File: src/hw/rtl/ptb_pkg.sv
`timescale 1ns / 1ps

package ptb_pkg;

   localparam int OP_W      = 2;
   localparam int CLIENT_W  = 8;
   localparam int TIME_W    = 32;
   localparam int RATE_W    = 32;
   localparam int TOKEN_W   = 40;
   localparam int COUNT_W   = 32;
   localparam int ACTIVE_W  = 9;
   localparam int PROD_W    = TIME_W + RATE_W;
   localparam int SUM_W     = PROD_W + 1;
   localparam int FRAC_BITS = 24;

   localparam int CLIENT_SPAN = 1 << CLIENT_W;

   localparam int REQ_DATA_W = CLIENT_W + TIME_W;
   localparam int RSP_USED_W = 1 + TOKEN_W + 1 + 3 * COUNT_W + ACTIVE_W;
   localparam int RSP_DATA_W = ((RSP_USED_W + 7) / 8) * 8;
   localparam int RSP_PAD_W  = RSP_DATA_W - RSP_USED_W;

   localparam int CSR_DATA_W = 64;
   localparam int CSR_ADDR_W = 4;

   localparam logic [TOKEN_W-1:0] ONE_TOKEN = TOKEN_W'(1) << FRAC_BITS;

   localparam logic [OP_W-1:0] OP_REQUEST = 2'd0;
   localparam logic [OP_W-1:0] OP_QUERY   = 2'd1;
   localparam logic [OP_W-1:0] OP_RESET   = 2'd2;

   localparam logic REG_RATE     = 1'b0;
   localparam logic REG_CAPACITY = 1'b1;

   localparam logic [RATE_W-1:0]  RATE_RESET     = 32'd1678;
   localparam logic [TOKEN_W-1:0] CAPACITY_RESET = 40'd3355443200;

   typedef struct packed {
      logic load;
      logic mul;
      logic refill;
      logic commit;
   } ctl_cmd_type;

endpackage

File: src/hw/rtl/ptb_csr.sv
`timescale 1ns / 1ps

module ptb_csr (
   input  logic                               clock,
   input  logic                               reset,
   input  logic                               csr_psel,
   input  logic                               csr_penable,
   input  logic                               csr_pwrite,
   input  logic [ptb_pkg::CSR_ADDR_W-1:0]     csr_paddr,
   input  logic [ptb_pkg::CSR_DATA_W-1:0]     csr_pwdata,
   output logic [ptb_pkg::CSR_DATA_W-1:0]     csr_prdata,
   output logic                               csr_pready,
   output logic [ptb_pkg::RATE_W-1:0]         refill_rate,
   output logic [ptb_pkg::TOKEN_W-1:0]        bucket_capacity
);

   logic [ptb_pkg::RATE_W-1:0]  rate_ff, rate_in;
   logic [ptb_pkg::TOKEN_W-1:0] cap_ff, cap_in;
   logic                        wr_en;
   logic                        reg_sel;

   assign csr_pready = 1'b1;
   assign wr_en      = csr_psel & csr_penable & csr_pwrite & csr_pready;
   assign reg_sel    = csr_paddr[ptb_pkg::CSR_ADDR_W-1];

   always_comb begin
      rate_in = rate_ff;
      cap_in  = cap_ff;
      if (wr_en) begin
         case (reg_sel)
            ptb_pkg::REG_RATE:     rate_in = csr_pwdata[ptb_pkg::RATE_W-1:0];
            ptb_pkg::REG_CAPACITY: cap_in  = csr_pwdata[ptb_pkg::TOKEN_W-1:0];
            default:               rate_in = rate_ff;
         endcase
      end
   end

   always_comb begin
      case (reg_sel)
         ptb_pkg::REG_RATE:     csr_prdata = ptb_pkg::CSR_DATA_W'(rate_ff);
         ptb_pkg::REG_CAPACITY: csr_prdata = ptb_pkg::CSR_DATA_W'(cap_ff);
         default:               csr_prdata = '0;
      endcase
   end

   always_ff @(posedge clock) begin
      if (reset) begin
         rate_ff <= ptb_pkg::RATE_RESET;
         cap_ff  <= ptb_pkg::CAPACITY_RESET;
      end else begin
         rate_ff <= rate_in;
         cap_ff  <= cap_in;
      end
   end

   assign refill_rate     = rate_ff;
   assign bucket_capacity = cap_ff;

endmodule

File: config.mk
export PLATFORM = sky130hd
export DESIGN_NAME = ptb_csr
export DESIGN_NICKNAME = d
export VERILOG_FILES = /design/src/hw/rtl/ptb_pkg.sv /design/src/hw/rtl/ptb_csr.sv
export SDC_FILE = /design/constraint.sdc
export NUM_CORES = 1
export LEC_CHECK = 0
export ABC_AREA = 0
export BUFFER_PORTS_ARGS = -buffer_cell sky130_fd_sc_hd__clkbuf_2
export CORE_ASPECT_RATIO = 0.6
export CORE_MARGIN = 2
export CORE_UTILIZATION = 38
export CTS_CLUSTER_DIAMETER = 40
export DETAILED_ROUTE_END_ITERATION = 10
export HOLD_SLACK_MARGIN = 0.1
export MAX_ROUTING_LAYER = met4
export PLACE_DENSITY = 0.74
export SYNTH_ARGS = -nofsm -noshare
export SYNTH_HDL_FRONTEND = slang
export SYNTH_SLANG_ARGS = --single-unit
File: constraint.sdc
create_clock -name clock -period 1.05 [get_ports clock]
set_input_delay 0.0525 -clock clock [delete_from_list [all_inputs] [get_ports clock]]
set_output_delay 0.0525 -clock clock [all_outputs]
set_load 0.02 [all_outputs]
==> results_dict.tcl <==
set metrics [dict create \
    dp_hpwl_um 6470 \
    slew_violations 0 \
    reg2reg_from "bucket_capacity[31]" \
    yosysWarnings 0 \
    multi_input_area_um2 2090 \
    insertion_delay_ps 330 \
    drc 0 \
    synth_top_cell_by_area "dfxtp_1" \
    route.detailed.wl_per_inst_um 15.3 \
    yosysSeqAreaShare_pct 39.2 \
    synth_top_family_by_area "multiplexers" \
    firstDrtPassIters 4 \
    die_x_um 131 \
    worstHoldPathType "in2reg" \
    grt_pass1_vias 3457 \
    grt_overflow_total 0 \
    ir_drop_uv 734 \
    startpoint_type "register" \
    synthDistinctLibCells 17 \
    grt_pass1_wl_um 16800 \
    clk_pin_slew_ps 60 \
    dieArea_um2 10500 \
    status "finished, violations left" \
    root_buffer "clkbuf_16" \
    viasPerCell 4.53 \
    synth-simple-area-share_pct 21.6 \
    antenna_found_initial 0 \
    areaGrowthSynthToFinish_pct 70.3 \
    finalWorstSetupSlack_ps -83.1 \
    max_cap_violations 0 \
    period_needed_ps 1130 \
    finalHoldViolCount 0 \
    synthAdderAreaFrac_pct 0 \
    finalClockSkew_ps 0 \
    drive_gt1_share_pct 56.6 \
    holdPathStages 4 \
    htreeDepth 3 \
    r2r-end "bucket_capacity[31]" \
    fin_nets 686 \
    muxShareOfSynthArea_pct 29.4 \
    criticalPathCategory "reg2out" \
    violations "negative setup slack" \
    finalCritPeriodShare_pct 108 \
    cts_tree "yes" \
    max_freq_ghz 0.883 \
    postSynthAreaPerCell_um2 10.2 \
    synth_ff_type "dfxtp_1" \
    ant_nets 0 \
    synthMostInstantiatedCell "nand2b_1" \
    powerDensity_nw_per_um2 1220 \
    worst_ep_required_time_ps 1000 \
    endpoint_kind "output port" \
    pre_cts_ws_ps -23.2 \
    clockBufferDepth 2 \
    synth_edf_count 0 \
    rows 27 \
    r2r_setup_slack_ps 300 \
    min_to "refill_rate[25]" \
    first_iter_violations 112 \
    post-route-util_pct 67.5 \
    seq_area_um2 1530 \
    cts_num_sinks 72 \
    diodes 0 \
    cp_max_fo 2 \
    grt_max_degree 62 \
    synth_area_um2 3680 \
    synth-compound-area-share_pct 0 \
    routabilityCongestion 0.740 \
    grt_usage_pct 21.6 \
    hp-start "csr_penable" \
    syn_inst 362 \
    die_y_um 80.2 \
    ios 210 \
    async_reset_ff_share_pct 0 \
    rsz0062_at_grt "true" \
    cts_buffers 9 \
    synth_area_leaders "dfxtp_1 39%, mux2i_1 20%, nand2b_1 18%" \
    synth_commonest_cells "103 x nand2b_1, 72 x dfxtp_1, 72 x mux2i_1" \
    core_um2 9290 \
    power_leakage_uw 0.00303 \
    setup_viol 32 \
    critPathArrivalTime_ps 1080 \
    drt-total-wl_um 11400 \
    start_util_pct 39.6 \
    synthXorXnorAreaFrac_pct 0 \
    synth_top_area_share_pct 39.2 \
    ys_ff_latch 72 \
    num_vias 3385 \
    r2r_cells 3 \
    fillerInstances 690 \
    total_power_uw 7650 \
    numPortBuffers 157 \
]
registers in the layout, indices dropped and copies added (netlist names):
name and count:
bucket_capacity 40, refill_rate 32
cells in the final DEF (no fill, tap or decap), drive strengths merged:
cell	n
and4	1
clkinvlp	1
nand2b	103
nor2	18
and2	8
clkbuf	128
nand4b	1
mux2	32
clkinv	1
dlygate4sd3	40
nand4	1
bufinv	3
dfxtp	72
mux2i	72
buf	111
conb	25
and4b	1
repair_timing:
item                                    in CTS  in global routing
pin swaps                                    0                  0
endpoints found under the hold margin       72                  0
gates resized for setup                    130                 85
endpoints found under the setup margin      33                 40
hold buffers                                40                  0
buffers inserted                            56                  4
cell type report:
class	count	share of cell area [%]
Clock buffer	11	4.03
Clock inverter	5	1.64
Multi-Input combinational cell	262	33.4
Sequential cell	72	24.4
Tap cell	130	2.60
Timing Repair Buffer	268	33.9
where the power goes:
| part | leakage, uW | internal, uW | switching [uW] | total (uW) |
|---|---|---|---|---|
| logic | 0.00225 | 629 | 590 | 1220 |
| clock network | 0.000172 | 2440 | 1140 | 3590 |
| registers | 0.000610 | 2800 | 41.5 | 2850 |
| total | 0.00303 | 5880 | 1770 | 7650 |
worst max-delay path, cell delays in order, from the launching register on:
cell,delay [ps]
dfxtp_2,330
mux2_4,280
buf_8,130
metal layers:
metal  GRT usage [%]  wire [um]  vias up
li1                -          -     1653
met1            23.2       4830     1602
met2            39.0       5900      116
met3            6.33        574       14
met4            6.06        130        0
met5               -          0        -
through the flow:
stage / instances / hold WS (ps) / cell area [um2] / setup TNS, ps
after floorplan: 385 / 208 / 3770 / 0
after global placement: 632 / 302 / 4520 / 0
after detailed placement: 632 / 315 / 4520 / -69.7
after CTS: 744 / 203 / 6080 / -2430
after global routing: 748 / 221 / 6270 / -2870
final: 748 / 209 / 6270 / -1860
cell families after synthesis:
logic type / Yosys count
AND/OR/NAND/NOR: 133
multiplexers: 104
flip-flops: 72
buffers and inverters: 51
other: 2
worst max path at each step:
| stage | from | to | slack [ps] | cells past startpoint |
|---|---|---|---|---|
| 2_1_floorplan | csr_paddr[3] | refill_rate[10] | 110 | 5 |
| 3_3_place_gp | csr_paddr[3] | csr_prdata[29] | 20 | 4 |
| 3_5_place_dp | csr_paddr[3] | refill_rate[2] | -20 | 4 |
| 4_1_cts | refill_rate[25] | csr_prdata[25] | -90 | 2 |
| 5_1_grt | refill_rate[11] | csr_prdata[11] | -110 | 2 |
| 6_report | refill_rate[11] | csr_prdata[11] | -80 | 2 |
No activity file was read; power rests on OpenSTA's default activity.
