<file path="src/hw/rtl/ptb_pkg.sv">
`timescale 1ns / 1ps

package ptb_pkg;

   localparam int OP_W      = 2;
   localparam int CLIENT_W  = 8;
   localparam int TIME_W    = 32;
   localparam int RATE_W    = 32;
   localparam int TOKEN_W   = 40;
   localparam int COUNT_W   = 32;
   localparam int ACTIVE_W  = 9;
   localparam int PROD_W    = TIME_W + RATE_W;
   localparam int SUM_W     = PROD_W + 1;
   localparam int FRAC_BITS = 24;

   localparam int CLIENT_SPAN = 1 << CLIENT_W;

   localparam int REQ_DATA_W = CLIENT_W + TIME_W;
   localparam int RSP_USED_W = 1 + TOKEN_W + 1 + 3 * COUNT_W + ACTIVE_W;
   localparam int RSP_DATA_W = ((RSP_USED_W + 7) / 8) * 8;
   localparam int RSP_PAD_W  = RSP_DATA_W - RSP_USED_W;

   localparam int CSR_DATA_W = 64;
   localparam int CSR_ADDR_W = 4;

   localparam logic [TOKEN_W-1:0] ONE_TOKEN = TOKEN_W'(1) << FRAC_BITS;

   localparam logic [OP_W-1:0] OP_REQUEST = 2'd0;
   localparam logic [OP_W-1:0] OP_QUERY   = 2'd1;
   localparam logic [OP_W-1:0] OP_RESET   = 2'd2;

   localparam logic REG_RATE     = 1'b0;
   localparam logic REG_CAPACITY = 1'b1;

   localparam logic [RATE_W-1:0]  RATE_RESET     = 32'd1678;
   localparam logic [TOKEN_W-1:0] CAPACITY_RESET = 40'd3355443200;

   typedef struct packed {
      logic load;
      logic mul;
      logic refill;
      logic commit;
   } ctl_cmd_type;

endpackage

</file>
<file path="src/hw/rtl/ptb_ctrl.sv">
`timescale 1ns / 1ps

module ptb_ctrl (
   input  logic                 clock,
   input  logic                 reset,
   input  logic                 req_tvalid,
   output logic                 req_tready,
   output logic                 rsp_tvalid,
   input  logic                 rsp_tready,
   output ptb_pkg::ctl_cmd_type cmd
);

   localparam logic [1:0] ST_IDLE   = 2'd0;
   localparam logic [1:0] ST_MUL    = 2'd1;
   localparam logic [1:0] ST_REFILL = 2'd2;
   localparam logic [1:0] ST_UPDATE = 2'd3;

   logic [1:0] state_ff, state_in;
   logic       rsp_valid_ff, rsp_valid_in;

   assign req_tready = (state_ff == ST_IDLE);
   assign rsp_tvalid = rsp_valid_ff;

   always_comb begin
      cmd.load   = req_tvalid & req_tready;
      cmd.mul    = (state_ff == ST_MUL);
      cmd.refill = (state_ff == ST_REFILL);
      cmd.commit = (state_ff == ST_UPDATE) & (~rsp_valid_ff | rsp_tready);
   end

   always_comb begin
      state_in = state_ff;
      case (state_ff)
         ST_IDLE:   if (cmd.load)   state_in = ST_MUL;
         ST_MUL:    state_in = ST_REFILL;
         ST_REFILL: state_in = ST_UPDATE;
         ST_UPDATE: if (cmd.commit) state_in = ST_IDLE;
         default:   state_in = ST_IDLE;
      endcase
   end

   always_comb begin
      if (cmd.commit) begin
         rsp_valid_in = 1'b1;
      end else if (rsp_tready) begin
         rsp_valid_in = 1'b0;
      end else begin
         rsp_valid_in = rsp_valid_ff;
      end
   end

   always_ff @(posedge clock) begin
      if (reset) begin
         state_ff     <= ST_IDLE;
         rsp_valid_ff <= 1'b0;
      end else begin
         state_ff     <= state_in;
         rsp_valid_ff <= rsp_valid_in;
      end
   end

endmodule

</file>
<file path="config.mk">
export PLATFORM = sky130hd
export DESIGN_NAME = ptb_ctrl
export DESIGN_NICKNAME = d
export VERILOG_FILES = /design/src/hw/rtl/ptb_pkg.sv /design/src/hw/rtl/ptb_ctrl.sv
export SDC_FILE = /design/constraint.sdc
export NUM_CORES = 1
export LEC_CHECK = 0
export BUFFER_PORTS_ARGS = -buffer_cell sky130_fd_sc_hd__buf_2
export CAP_MARGIN = 20
export CORE_AREA = 4 4 41 43
export CTS_CLUSTER_DIAMETER = 60
export DETAILED_ROUTE_END_ITERATION = 8
export DIE_AREA = 0 0 45 47
export GPL_ROUTABILITY_DRIVEN = 0
export SLEW_MARGIN = 20
export SYNTH_ARGS = -nofsm -noshare
export SYNTH_HDL_FRONTEND = slang
export SYNTH_SLANG_ARGS = --single-unit
</file>
<file path="constraint.sdc">
create_clock -name clock -period 1.9 [get_ports clock]
set_clock_uncertainty 0.15 [all_clocks]
set_input_delay 0 -clock clock [delete_from_list [all_inputs] [get_ports clock]]
set_output_delay 0 -clock clock [all_outputs]
set_load 0.02 [all_outputs]
</file>
==> results of run 1 <==
-- state kept, by name, summed over array words and instances (netlist names) --
register,count
rsp_tvalid,1
state_ff,2
-- worst register-to-register path, stage by stage (launching register included) --
cell and delay [ps]:
dfxtp_1 370, inv_1 80, ha_1 210, nor2b_1 160
o21a_1 170, o21a_1 150
-- area by class of cell --
| type | instances | area (µm²) |
|---|---|---|
| flip-flops and latches | 3 | 60.1 |
| well taps | 15 | 18.8 |
| clock buffers | 4 | 26.3 |
| inverters | 3 | 11.3 |
| multi-input cells | 16 | 135 |
| repair buffers | 10 | 55.1 |
| fillers | 150 | 995 |
-- cells by family after synthesis --
family / Yosys count / share of synthesized area
adder cells (fa/ha/maj): 4 / 0.234
buffers and inverters: 4 / 0.0877
AND/OR/NAND/NOR: 8 / 0.257
flip-flops: 3 / 0.281
AO/OA/AOI/OAI: 4 / 0.140
-- metrics by stage --
step	hold WS (ps)	cells
2_1_floorplan	-77.6	23
3_3_place_gp	25.3	46
3_5_place_dp	38.2	46
4_1_cts	58.7	51
5_1_grt	79.4	51
6_report	65.5	51
-- cells in the final DEF (no fill, tap or decap) --
cell           n
dlygate4sd3_1  1
nor2b_1        2
and2b_2        1
and3b_4        1
and2_1         1
nor3b_1        1
nor2_1         2
o311a_1        1
clkbuf_4       3
clkbuf_1       1
o21ai_1        1
dfxtp_1        3
buf_2          9
inv_1          3
o21a_1         2
ha_1           4
-- how the worst max path moves through the flow --
stage,start,to,slack (ps),cells after the start
3_3_place_gp,state_ff[1],state_ff[1],510,5
5_1_grt,state_ff[0],state_ff[1],430,5
4_1_cts,state_ff[0],state_ff[1],490,5
2_1_floorplan,state_ff[0],state_ff[1],460,5
6_report,state_ff[1],state_ff[1],500,5
3_5_place_dp,state_ff[1],state_ff[1],500,5
-- timing repair --
| item | 4_1_cts | 5_1_grt |
|---|---|---|
| hold endpoints to repair | 3 | 0 |
| hold buffers | 1 | 0 |
| setup buffers | 0 | 0 |
-- synth_stat cells --
cell type and number:
nor2_1 2, o21a_1 2, and2_1 1, buf_4 1, nor2b_1 2, and3b_4 1, ha_1 4, dfxtp_1 3
o311a_1 1, inv_1 3, o21ai_1 1, nor3b_1 1, and2b_2 1
-- power by group --
| group | switching [mW] | total (mW) | internal [mW] |
|---|---|---|---|
| logic | 0.144 | 0.248 | 0.104 |
| registers | 0.0199 | 0.107 | 0.0868 |
| clock network | 0.0333 | 0.112 | 0.0787 |
| total | 0.197 | 0.467 | 0.270 |
-- metal layers --
metal	up-vias	GRT usage
li1	101	-
met1	83	0.0476
met2	4	0.0706
met3	0	0.0268
met4	0	0.0877
met5	-	0
==> metrics, run 1 <==
status=completed; Reg-to-Reg Start=state_ff[1]; final setup TNS=0 ps; Synth cell types=13; Core ar.=1300 µm²; startpoint types=register; critical path type=register to register; clk slew on worst S/H paths=40 ps; synth-to-layout area growth=43.3%; Ys Warns=0; CTS tree=built; syn_nets=31; first-pass GRT wire length=between 600 and 700 µm; total power=467 µW; worst slack, placed=495 ps; Crit Reg-Reg Endpoint=state_ff[1]; full die area=2120 µm²; worst path required time=1880 ps; via count=between 150 and 200; post-route setup slack=501 ps; vias in the first global route=184; WL/cell=8.24 µm; IO Port Bufs=9; number of synthesized register bits=3; Synth area leader=dfxtp_1; max_cap viols=0; Hold Fails Final Rpt=0; crit path DAT=approximately 1400 ps; highest routed layer=met3; latest clock arrival within the worst-skew pair=230 ps; Row Count=13; hold path startpoint=req_tvalid; routed wl met2=238 µm; CTS buffer count=3; Post-Place Cell Area=270 µm²; I/O pin total=10; hold depth=4; endpoint type of the worst setup path=register; final instance area=approximately 310 µm²; sequential fraction of the synthesis area=0.281; largest net degree at the start of global routing=5; worst reg2reg path depth=5; grt total ovfl=0; initial antenna violation count=0; largest cells by area after synthesis=dfxtp_1, ha_1, o21a_1; drt pass-1 iters=4; initial drt markers=3; cell repeated most along the worst path=o21a_1; RSZ-0062 raised after global routing=false; Die X=45 µm; Rel. slew slack=0.857; Max stage delay on crit path=370 ps; Final Util=0.236; Sink Count=3; Remaining DRCs=0; met1 WL=144 µm; drt via density=3.69; Slew @ Worst Pin=214 ps; crit-path cells=inv_1 -> ha_1 -> nor2b_1 -> o21a_1 -> o21a_1; CTS Root Cell=clkbuf_4; DRT antenna net count=0; final setup fails=0; synthesized cell area=214 µm²; Post-CTS Resized=0; Final min period=1400 ps; synthesized area per cell=9.30 µm²; family with the most delay on the worst path=flip-flops; Total Wirelength=between 400 and 500 µm; antenna cells=0; DP HPWL=approximately 360 µm; CP max FO=4; die span in y=between 40 and 50 µm; proportion of netlist area held by the largest area contributor=0.281; worst min path class=primary input to register; max-slew violations=0; Starting Density=0.164; critical path's slowest cell=dfxtp_1; pwr dens=1520 nW/µm²; share of cells above drive strength 1=0.389; CTS H-tree lvls=1; Hold Path End=state_ff[0]; VDD IR max=0.319 mV; WL met3=37 µm; fin crit share=0.736; GRT Util Overall=0.0537; Clock Tree Buf Depth=2; final net count=45; Buf/Inv on CP=1; reg-to-reg setup timing slack=500 ps; Max Fclk=0.715 GHz; Mapped Cells=23; Lkg Pwr=0.159 nW
Note: power is estimated with default switching activity, not from simulation.
==> run 2: changes to the inputs <==
==> constraint.sdc (replaced) <==
create_clock -name clock -period 1.3 [get_ports clock]
set_clock_uncertainty 0.15 [all_clocks]
set_input_delay 0 -clock clock [delete_from_list [all_inputs] [get_ports clock]]
set_output_delay 0 -clock clock [all_outputs]
set_load 0.02 [all_outputs]
==> metrics, run 2 (synthesized netlist as in run 1, its figures left out) <==
full die area=2120 µm²; drt via density=3.75; initial antenna violation count=0; synth-to-layout area growth=66.7%; antenna cells=0; clk slew on worst S/H paths=40 ps; Max stage delay on crit path=360 ps; Row Count=13; GRT Util Overall=0.0561; Reg area=67.6 µm²; max_cap viols=0; max reg flops=2; WL/cell=9.23 µm; reg-to-reg setup timing slack=9 ps; Starting Density=0.164; Hold Fails Final Rpt=0; die span in y=47 µm; latest clock arrival within the worst-skew pair=230 ps; post-route setup slack=9.12 ps; Die X=45 µm; CTS buffer count=3; Reg-to-Reg Start=state_ff[0]; crit path DAT=roughly 1300 ps; hold path startpoint=rsp_tready; cell repeated most along the worst path=o21a_1; worst reg2reg path depth=4; VDD IR max=a little over 0.8 mV; Final Util=0.274; Rel. slew slack=0.884; Remaining DRCs=0; crit-path cells=ha_4 -> and3b_4 -> o21a_1 -> o21a_1; grt total ovfl=0; Sink Count=3; Non-Filler Instances=52; DRT antenna net count=0; critical path's slowest cell=dfxtp_4; IO Port Bufs=9; max-slew violations=0; CTS H-tree lvls=1; leading cell types in the layout, fill and taps excluded=buf_2, clkbuf_4; CTS Root Cell=clkbuf_4; worst min path class=primary input to register; fin crit share=0.993; worst path required time=around 1300 ps; total power=823 µW; most common cell after layout, fill and taps aside=buf_2; final net count=46; Slew @ Worst Pin=173 ps; final setup TNS=0 ps; Crit Reg-Reg Endpoint=state_ff[1]; startpoint types=register; largest register by flop count=state_ff; final instance area=357 µm²; share of cells above drive strength 1=0.595; vias in the first global route=200; Core ar.=1300 µm²; Multi-input gate area=168 µm²; Hold Path End=rsp_tvalid; Clock Tree Buf Depth=2; filler cell count=153; postcts setup bufs=0; drt pass-1 iters=1; CTS tree=built; Lkg Pwr=around 0.17 nW; WHS=69.7 ps; initial drt markers=0; critical path type=register to register; Post-Place Cell Area=293 µm²; Total Wirelength=480 µm; endpoint type of the worst setup path=register; first-pass GRT wire length=752 µm; via count=195; RSZ-0062 raised after global routing=true; status=completed; I/O pin total=10; Placed Cells=47; hold depth=4; pwr dens=2310 nW/µm²; Max Fclk=0.775 GHz; final setup fails=0; Final min period=1290 ps; largest net degree at the start of global routing=5; worst slack, placed=-30.3 ps; CP max FO=4
## run 2: cell count changes in the layout (fill, tap and decap cells not counted), sizes merged
cell,delta
buf,+1
## run 2: repair_timing
| action | 4_1_cts | 5_1_grt |
|---|---|---|
| pin swaps | 0 | 2 |
| resized for setup | 5 | 2 |
| endpoints found under the hold margin | 3 | 0 |
| endpoints found under the setup margin | 1 | 1 |
| hold buffers | 1 | 0 |
## run 2: area by class of cell
class                   count  share of cell area
repair buffers             11               0.175
flip-flops and latches      3               0.189
multi-input cells          16               0.470
well taps                  15              0.0526
clock buffers               4              0.0737
inverters                   3              0.0386
## run 2: worst max-delay path, delay by kind of cell, from the launching register on
family | cells | cell delay [ps]
AOI/OAI and AO/OA | 2 | 340
adders and majority gates | 1 | 160
DFF | 1 | 360
and+or+nand+nor | 1 | 180
## run 2: metal layers
layer | part of all wire | track usage | up-vias
met1 | 0.34 | 0.0409 | 83
li1 | - | - | 103
met2 | 0.54 | 0.0932 | 7
met5 | 0 | 0 | -
met3 | 0.085 | 0.0192 | 2
met4 | 0.031 | 0.0877 | 0
## run 2: report_power, final
part	switching [mW]	internal (mW)	total [mW]
sequential	0.0500	0.146	0.196
combinational	0.244	0.221	0.466
clock	0.0465	0.115	0.161
## run 2: worst max-delay path by stage
stage,startpoint,to
6_report,state_ff[0],state_ff[1]
5_1_grt,state_ff[0],state_ff[1]
4_1_cts,state_ff[0],state_ff[1]
3_5_place_dp,state_ff[0],state_ff[1]
3_3_place_gp,state_ff[0],state_ff[1]
2_1_floorplan,state_ff[0],state_ff[1]
